File: config.mk
export PLATFORM = sky130hd
export DESIGN_NAME = serial_packet_deframer_crc32_top
export DESIGN_NICKNAME = d
export VERILOG_FILES = /design/src/hdl/spdf_pkg.sv /design/src/hdl/serial_packet_deframer_crc32_top.sv
export SDC_FILE = /design/constraint.sdc
export NUM_CORES = 1
export LEC_CHECK = 0
export BUFFER_PORTS_ARGS = -buffer_cell sky130_fd_sc_hd__buf_2
export CAP_MARGIN = 20
export CORE_MARGIN = 2
export CORE_UTILIZATION = 40
export DETAILED_ROUTE_END_ITERATION = 10
export GPL_TIMING_DRIVEN = 0
export SLEW_MARGIN = 20
export SYNTH_ARGS = -nofsm -noshare
export SYNTH_HDL_FRONTEND = slang
export SYNTH_SLANG_ARGS = --single-unit
export TNS_END_PERCENT = 30
File: constraint.sdc
create_clock -name clk_i -period 10.2 [get_ports clk_i]
set_input_delay 1.02 -clock clk_i [delete_from_list [all_inputs] [get_ports clk_i]]
set_output_delay 1.02 -clock clk_i [all_outputs]
set_load 0.005 [all_outputs]
File: src/hdl/spdf_pkg.sv
// Shared types, constants and the CRC-32 byte update for the serial frame parser.
package spdf_pkg;

  // What each result item carries in its result_kind field.
  typedef enum logic [1:0] {
    KIND_PAYLOAD = 2'd0,
    KIND_ACK     = 2'd1,
    KIND_NACK    = 2'd2,
    KIND_ABORT   = 2'd3
  } result_kind_e;

  // Input item kinds, carried on cmd.
  localparam logic CMD_BYTE = 1'b0;
  localparam logic CMD_TICK = 1'b1;

  // Configuration register indices.
  localparam logic [1:0] CFG_START_MARKER = 2'd0;
  localparam logic [1:0] CFG_MAX_LEN      = 2'd1;
  localparam logic [1:0] CFG_IDLE_TIMEOUT = 2'd2;

  localparam int unsigned CfgIdxW  = 2;
  localparam int unsigned CfgDataW = 16;

  localparam logic [7:0]  StartMarkerRst = 8'hAA;
  localparam logic [15:0] MaxLenRst      = 16'd256;
  localparam logic [15:0] IdleTimeoutRst = 16'd100;

  localparam logic [2:0]  TrailerBytes = 3'd4;
  localparam int unsigned BitsPerByte  = 8;
  localparam logic [31:0] CrcPoly      = 32'hEDB8_8320;
  localparam logic [31:0] CrcInit      = 32'hFFFF_FFFF;

  // One byte of reflected CRC-32, LSB first.
  function automatic logic [31:0] crc32_byte(input logic [31:0] crc_in,
                                             input logic [7:0]  data);
    logic [31:0] c;
    c = crc_in ^ {24'd0, data};
    for (int unsigned i = 0; i < BitsPerByte; i++) begin
      if (c[0]) begin
        c = (c >> 1) ^ CrcPoly;
      end else begin
        c = c >> 1;
      end
    end
    return c;
  endfunction

endpackage

File: src/hdl/serial_packet_deframer_crc32_top.sv
// Length-prefixed serial frame parser with CRC-32 check: top level.
//
// Input channel (in_valid_i / in_ready_o): one item per handshake, either a
// received byte (cmd_i = 0, rx_data_i) or a one millisecond tick (cmd_i = 1).
// Output channel (out_valid_o / out_ready_i): payload bytes as they arrive,
// then an ack or nack verdict carrying command and length once the four
// big-endian CRC bytes are in, or an abort when silence mid-frame outlasts
// the idle timeout. Oversize frames are dropped with no result at all.
// Config port: cfg_we_i writes cfg_data_i into register cfg_index_i
// (0 start marker, 1 max payload length, 2 idle timeout); other indices
// are ignored. Write only while the block is idle.
// Result: an item's result (if any) goes into the result register at the edge
// that accepts the item. Throughput: one item per cycle unless stalled as below;
// the parser state, the byte-wide CRC update and the verdict compare all sit
// between the accept edge and the result register.
// Stall: the result register holds while out_ready_i is low; a new item is
// still taken when the result register is empty or being drained that cycle.
// Reset: parser hunts for the start marker, registers take their defaults,
// output is empty. There is no clearing pass.
module serial_packet_deframer_crc32_top (
  input  logic                            clk_i,
  input  logic                            rst_ni,
  input  logic                            cfg_we_i,
  input  logic [spdf_pkg::CfgIdxW-1:0]    cfg_index_i,
  input  logic [spdf_pkg::CfgDataW-1:0]   cfg_data_i,
  input  logic                            in_valid_i,
  output logic                            in_ready_o,
  input  logic                            cmd_i,
  input  logic [7:0]                      rx_data_i,
  output logic                            out_valid_o,
  input  logic                            out_ready_i,
  output logic [1:0]                      result_kind_o,
  output logic [7:0]                      payload_byte_o,
  output logic [7:0]                      frame_command_o,
  output logic [15:0]                     frame_length_o
);

  typedef enum logic [2:0] {
    PH_HUNT    = 3'd0,
    PH_CMD     = 3'd1,
    PH_LEN_HI  = 3'd2,
    PH_LEN_LO  = 3'd3,
    PH_PAYLOAD = 3'd4,
    PH_TRAILER = 3'd5
  } phase_e;

  localparam logic [16:0] IdleMax = '1;

  // config registers
  logic [7:0]  start_marker_q;
  logic [15:0] max_len_q;
  logic [15:0] idle_timeout_q;

  // parser state
  phase_e      phase_q, phase_d;
  logic [7:0]  held_cmd_q, held_cmd_d;
  logic [15:0] held_len_q, held_len_d;
  logic [15:0] payload_cnt_q, payload_cnt_d;
  logic [2:0]  trailer_cnt_q, trailer_cnt_d;
  logic [31:0] rx_chk_q, rx_chk_d;
  logic [31:0] crc_q, crc_d;
  logic [16:0] idle_q, idle_d;

  // result register
  logic                   out_valid_q;
  spdf_pkg::result_kind_e kind_q, kind_d;
  logic [7:0]             pbyte_q, pbyte_d;
  logic [7:0]             fcmd_q, fcmd_d;
  logic [15:0]            flen_q, flen_d;
  logic                   emit_d;

  logic        in_fire;
  logic [15:0] len_full;
  logic [15:0] payload_cnt_inc;
  logic [16:0] idle_inc;
  logic [2:0]  trailer_cnt_inc;
  logic [31:0] rx_chk_shift;

  assign in_ready_o = !out_valid_q || out_ready_i;
  assign in_fire    = in_valid_i && in_ready_o;

  assign len_full        = {held_len_q[15:8], rx_data_i};
  assign payload_cnt_inc = payload_cnt_q + 16'd1;
  assign idle_inc        = (idle_q == IdleMax) ? idle_q : idle_q + 17'd1;
  assign trailer_cnt_inc = trailer_cnt_q + 3'd1;
  assign rx_chk_shift    = {rx_chk_q[23:0], rx_data_i};

  always_comb begin
    phase_d       = phase_q;
    held_cmd_d    = held_cmd_q;
    held_len_d    = held_len_q;
    payload_cnt_d = payload_cnt_q;
    trailer_cnt_d = trailer_cnt_q;
    rx_chk_d      = rx_chk_q;
    crc_d         = crc_q;
    idle_d        = idle_q;
    emit_d        = 1'b0;
    kind_d        = spdf_pkg::KIND_PAYLOAD;
    pbyte_d       = 8'd0;
    fcmd_d        = 8'd0;
    flen_d        = 16'd0;

    if (cmd_i == spdf_pkg::CMD_TICK) begin
      if (phase_q != PH_HUNT) begin
        idle_d = idle_inc;
        if (idle_inc > {1'b0, idle_timeout_q}) begin
          // silence too long mid-frame: abort with what we have so far
          phase_d = PH_HUNT;
          idle_d  = '0;
          emit_d  = 1'b1;
          kind_d  = spdf_pkg::KIND_ABORT;
          fcmd_d  = held_cmd_q;
          flen_d  = held_len_q;
        end
      end
    end else begin
      idle_d = '0;
      unique case (phase_q)
        PH_CMD: begin
          held_cmd_d = rx_data_i;
          phase_d    = PH_LEN_HI;
        end
        PH_LEN_HI: begin
          held_len_d = {rx_data_i, 8'd0};
          phase_d    = PH_LEN_LO;
        end
        PH_LEN_LO: begin
          held_len_d = len_full;
          if (len_full > max_len_q) begin
            phase_d = PH_HUNT; // oversize, dropped silently
          end else begin
            payload_cnt_d = '0;
            trailer_cnt_d = '0;
            rx_chk_d      = '0;
            crc_d         = spdf_pkg::CrcInit;
            phase_d       = (len_full != 16'd0) ? PH_PAYLOAD : PH_TRAILER;
          end
        end
        PH_PAYLOAD: begin
          crc_d         = spdf_pkg::crc32_byte(crc_q, rx_data_i);
          payload_cnt_d = payload_cnt_inc;
          if (payload_cnt_inc >= held_len_q) begin
            phase_d       = PH_TRAILER;
            trailer_cnt_d = '0;
          end
          emit_d  = 1'b1;
          kind_d  = spdf_pkg::KIND_PAYLOAD;
          pbyte_d = rx_data_i;
        end
        PH_TRAILER: begin
          rx_chk_d      = rx_chk_shift;
          trailer_cnt_d = trailer_cnt_inc;
          if (trailer_cnt_inc >= spdf_pkg::TrailerBytes) begin
            phase_d       = PH_HUNT;
            trailer_cnt_d = '0;
            emit_d        = 1'b1;
            kind_d        = ((~crc_q) == rx_chk_shift) ? spdf_pkg::KIND_ACK
                                                       : spdf_pkg::KIND_NACK;
            fcmd_d        = held_cmd_q;
            flen_d        = held_len_q;
          end
        end
        default: begin
          // hunting; marker mid-frame is plain data, handled above
          if (rx_data_i == start_marker_q) begin
            held_cmd_d = '0;
            held_len_d = '0;
            phase_d    = PH_CMD;
          end
        end
      endcase
    end
  end

  always_ff @(posedge clk_i or negedge rst_ni) begin
    if (!rst_ni) begin
      start_marker_q <= spdf_pkg::StartMarkerRst;
      max_len_q      <= spdf_pkg::MaxLenRst;
      idle_timeout_q <= spdf_pkg::IdleTimeoutRst;
    end else if (cfg_we_i) begin
      unique case (cfg_index_i)
        spdf_pkg::CFG_START_MARKER: start_marker_q <= cfg_data_i[7:0];
        spdf_pkg::CFG_MAX_LEN:      max_len_q      <= cfg_data_i;
        spdf_pkg::CFG_IDLE_TIMEOUT: idle_timeout_q <= cfg_data_i;
        default: ;
      endcase
    end
  end

  always_ff @(posedge clk_i or negedge rst_ni) begin
    if (!rst_ni) begin
      phase_q       <= PH_HUNT;
      held_cmd_q    <= '0;
      held_len_q    <= '0;
      payload_cnt_q <= '0;
      trailer_cnt_q <= '0;
      rx_chk_q      <= '0;
      crc_q         <= spdf_pkg::CrcInit;
      idle_q        <= '0;
    end else if (in_fire) begin
      phase_q       <= phase_d;
      held_cmd_q    <= held_cmd_d;
      held_len_q    <= held_len_d;
      payload_cnt_q <= payload_cnt_d;
      trailer_cnt_q <= trailer_cnt_d;
      rx_chk_q      <= rx_chk_d;
      crc_q         <= crc_d;
      idle_q        <= idle_d;
    end
  end

  always_ff @(posedge clk_i or negedge rst_ni) begin
    if (!rst_ni) begin
      out_valid_q <= 1'b0;
    end else if (in_ready_o) begin
      out_valid_q <= in_fire && emit_d;
    end
  end

  always_ff @(posedge clk_i) begin
    if (in_fire && emit_d) begin
      kind_q  <= kind_d;
      pbyte_q <= pbyte_d;
      fcmd_q  <= fcmd_d;
      flen_q  <= flen_d;
    end
  end

  assign out_valid_o     = out_valid_q;
  assign result_kind_o   = kind_q;
  assign payload_byte_o  = pbyte_q;
  assign frame_command_o = fcmd_q;
  assign frame_length_o  = flen_q;

`ifndef NO_ASSERTIONS
  a_trailer_bound: assert property (@(posedge clk_i) disable iff (!rst_ni)
    trailer_cnt_q < spdf_pkg::TrailerBytes)
    else $error("trailer count past CRC length");

  a_payload_bound: assert property (@(posedge clk_i) disable iff (!rst_ni)
    phase_q == PH_PAYLOAD |-> payload_cnt_q < held_len_q)
    else $error("payload count reached length while still in payload");

  a_hunt_idle: assert property (@(posedge clk_i) disable iff (!rst_ni)
    phase_q == PH_HUNT |-> idle_q == 17'd0)
    else $error("idle counter running while hunting");

  a_payload_fields: assert property (@(posedge clk_i) disable iff (!rst_ni)
    out_valid_o && result_kind_o == spdf_pkg::KIND_PAYLOAD
      |-> frame_command_o == 8'd0 && frame_length_o == 16'd0)
    else $error("payload item carries frame fields");
`endif

endmodule

==> flow_metrics.tcl <==
set metrics [dict create \
    first_pass_iters 5 \
    slowest_delay_ns 0.43 \
    power_density_mw_per_mm2 256 \
    finalSetupViolations 0 \
    fin_nets 1159 \
    crit_fanout 19 \
    cts_resized 0 \
    clock_path_buffers 2 \
    cts_tree "built" \
    port_buffers 66 \
    wl_per_cell_um 18.4 \
    place_hpwl_um 19400 \
    hold_buffers 0 \
    cp.arrival_ns 4.72 \
    end_kind "register" \
    synth_area_leaders "dfrtp_1 28%, dfstp_2 9.9%, edfxtp_1 9.6%" \
    final_cell_mix "120 x dfrtp_1, 79 x buf_2, 73 x xnor2_1, 72 x a21oi_1, 68 x inv_1" \
    grt_pass1_wl_um 41500 \
    irDropWorstVdd_v 0.000146 \
    hp-class "reg2reg" \
    busiest_layer "met2" \
    slowest_stage "dfrtp_1" \
    io_pins 68 \
    timing.hold.ws_ns 0.487 \
    postRouteAntennaNets 0 \
    yosysUniqueCellTypes 61 \
    gp_congestion 0.855 \
    htree_levels 4 \
    post-route-period-util_pct 44.3 \
    cts-root-buf "clkbuf_16" \
    synth_edf_count 34 \
    dp_cells 1388 \
    start_kind "register" \
    dieArea_mm2 0.0279 \
    synth-async-reset-ratio_pct 82.5 \
    drt_iter0_markers 529 \
    rows 59 \
    design_area_mm2 0.0120 \
    clk_pin_slew_ns 0.07 \
    worstSetupPathType "reg2reg" \
    die_w_um 167 \
    start_util_pct 40.7 \
    viasPerCell 5.29 \
    drt_wl_total_um 26200 \
    stdcell_count 1420 \
    fp.dieH_um 167 \
    antenna_found_initial 0 \
    synth_nets 1072 \
    yosysSeqAreaShare_pct 47.8 \
    grt_pass1_vias 7478 \
    rsz0062_at_grt "false" \
    final.setup.tns_ns 0 \
    clk_latency_ns 0.44 \
    antenna_cells 0 \
    ys_warn_count 0 \
    fin_crit_ns 4.52 \
    clock_sinks 194 \
    coreArea_mm2 0.0261 \
    worstPathRequired_ns 10.39 \
    grt_max_degree 83 \
    area_growth_pct 13.0 \
    use_met2_pct 29.9 \
    yosysTopAreaCell "dfrtp_1" \
    synth_area_mm2 0.0106 \
    status "completed" \
    cts_buffers 17 \
    yosys_register_bits 194 \
    yosys_most_used_dff "dfrtp_1" \
    path_buf_inv 2 \
    slew-limit-headroom_pct 36.3 \
    drv_cap 0 \
    crit_path_cell_trace "ha_1 -> nand3_1 -> nor2_1 -> nand3_1 -> and2_4 -> nand3_1 -> xnor2_1 -> ha_1 -> a21oi_1 -> o21ai_0 -> a221o_1 -> or3_4 -> a31oi_4 -> a21o_1 -> inv_2 -> buf_16" \
    crit_top_cell "nand3_1" \
    tightest_slew_ns 0.949 \
    crit_family "simple AND/OR/NAND/NOR gates" \
    grt-ovfl-total 0 \
    max_freq_mhz 221 \
    fill_cells 2429 \
    synth.top_cell.area_share_pct 28.3 \
    power_leakage_nw 5.22 \
    layout-drive-gt1-share_pct 21.3 \
    drc 0 \
    power_mw 3.07 \
    vias 7507 \
    synth.avg_cell_area_um2 10.8 \
    slew_violations 0 \
    final_common_cell "dfrtp_1" \
    syn_inst 985 \
    postCtsSetupBuffers 0 \
    grtUsageMet1_pct 27.1 \
    hold_violations 0 \
    met3_usage_pct 3.33 \
    placed_cell_area_mm2 0.0114 \
    grtUsageTotal_pct 19.1 \
    fin_skew_ns 0.0156 \
]
## power by group
group	internal (mW)	switching (mW)	leakage (nW)
sequential	1.00	0.175	2.29
clock	0.340	0.307	0.265
combinational	0.574	0.673	2.66
total	1.92	1.16	5.22
## worst paths after layout
path                       slack [ns]          start                 end  cells past startpoint
max in group asynchronous        8.77         rst_ni        max_len_q[8]                      2
hold / removal                   0.49  held_len_q[6]       held_len_q[6]                      2
setup / recovery                 5.68      idle_q[0]  frame_command_o[0]                     16
hold reg to reg                  0.49  held_len_q[6]       held_len_q[6]                      2
setup reg to reg                 5.68      idle_q[0]  frame_command_o[0]                     16
min in group asynchronous        0.54         rst_ni        rx_chk_q[20]                      1
## routing by layer
metal / vias up / part of all wire [%] / wire length, um
met5: - / 0 / 0
met4: 0 / 2.2 / 566
met3: 33 / 4.2 / 1090
met2: 161 / 47 / 12200
met1: 3671 / 47 / 12300
li1: 3642 / - / -
## logic make-up (layout without fill, tap and decap cells)
logic type	after synthesis	after routing	share of synthesized area, %
DFF	194	194	47.8
xor gates and xnor gates	132	132	12.0
and+or+nand+nor	238	238	11.2
muxes	46	46	4.87
AOI/OAI and AO/OA	208	208	13.1
adders and majority gates	55	55	6.48
buffers and inverters	112	212	4.55
## registers in the layout, summed over array words and instances, names as in the netlist
signal,flops
frame_length_o,16
held_cmd_q,8
phase_q,3
start_marker_q,8
max_len_q,16
out_valid_o,1
trailer_cnt_q,3
idle_timeout_q,16
payload_cnt_q,16
payload_byte_o,8
rx_chk_q,24
held_len_q,16
result_kind_o,2
crc_q,32
idle_q,17
frame_command_o,8
## layout make-up
| cell class | instances | area, um^2 | area share, % |
|---|---|---|---|
| buffer | 43 | 224 | 1.87 |
| inverter | 69 | 259 | 2.16 |
| clock inverter | 8 | 65.1 | 0.543 |
| multi-input combinational | 679 | 5070 | 42.3 |
| sequential | 194 | 5070 | 42.3 |
| tap | 335 | 419 | 3.50 |
| timing repair buffer | 68 | 395 | 3.30 |
| clock buffer | 24 | 487 | 4.06 |
## Yosys cell counts (all sizes together) (32+ instances only)
cell type	number
nand2	58
mux2	45
ha	55
nor2	59
edfxtp	34
dfstp	40
o21ai	43
a22o	43
dfrtp	120
xor2	50
inv	69
nand3	32
a21oi	73
xnor2	82
## tightest hold or removal path, cell delays in order, from the launching register on
cell and delay (ns):
dfrtp_1 0.35, nand2_1 0.05, o21ai_0 0.06
## metrics by stage
step / util [%] / setup slack (ns)
3_5_place_dp: 43.9 / 5.68
3_3_place_gp: 43.6 / 5.11
5_1_grt: 46.0 / 5.36
2_1_floorplan: - / 6.06
4_1_cts: 46.0 / 5.63
6_report: 46.0 / 5.68
Power figures use the tool's default switching activity.
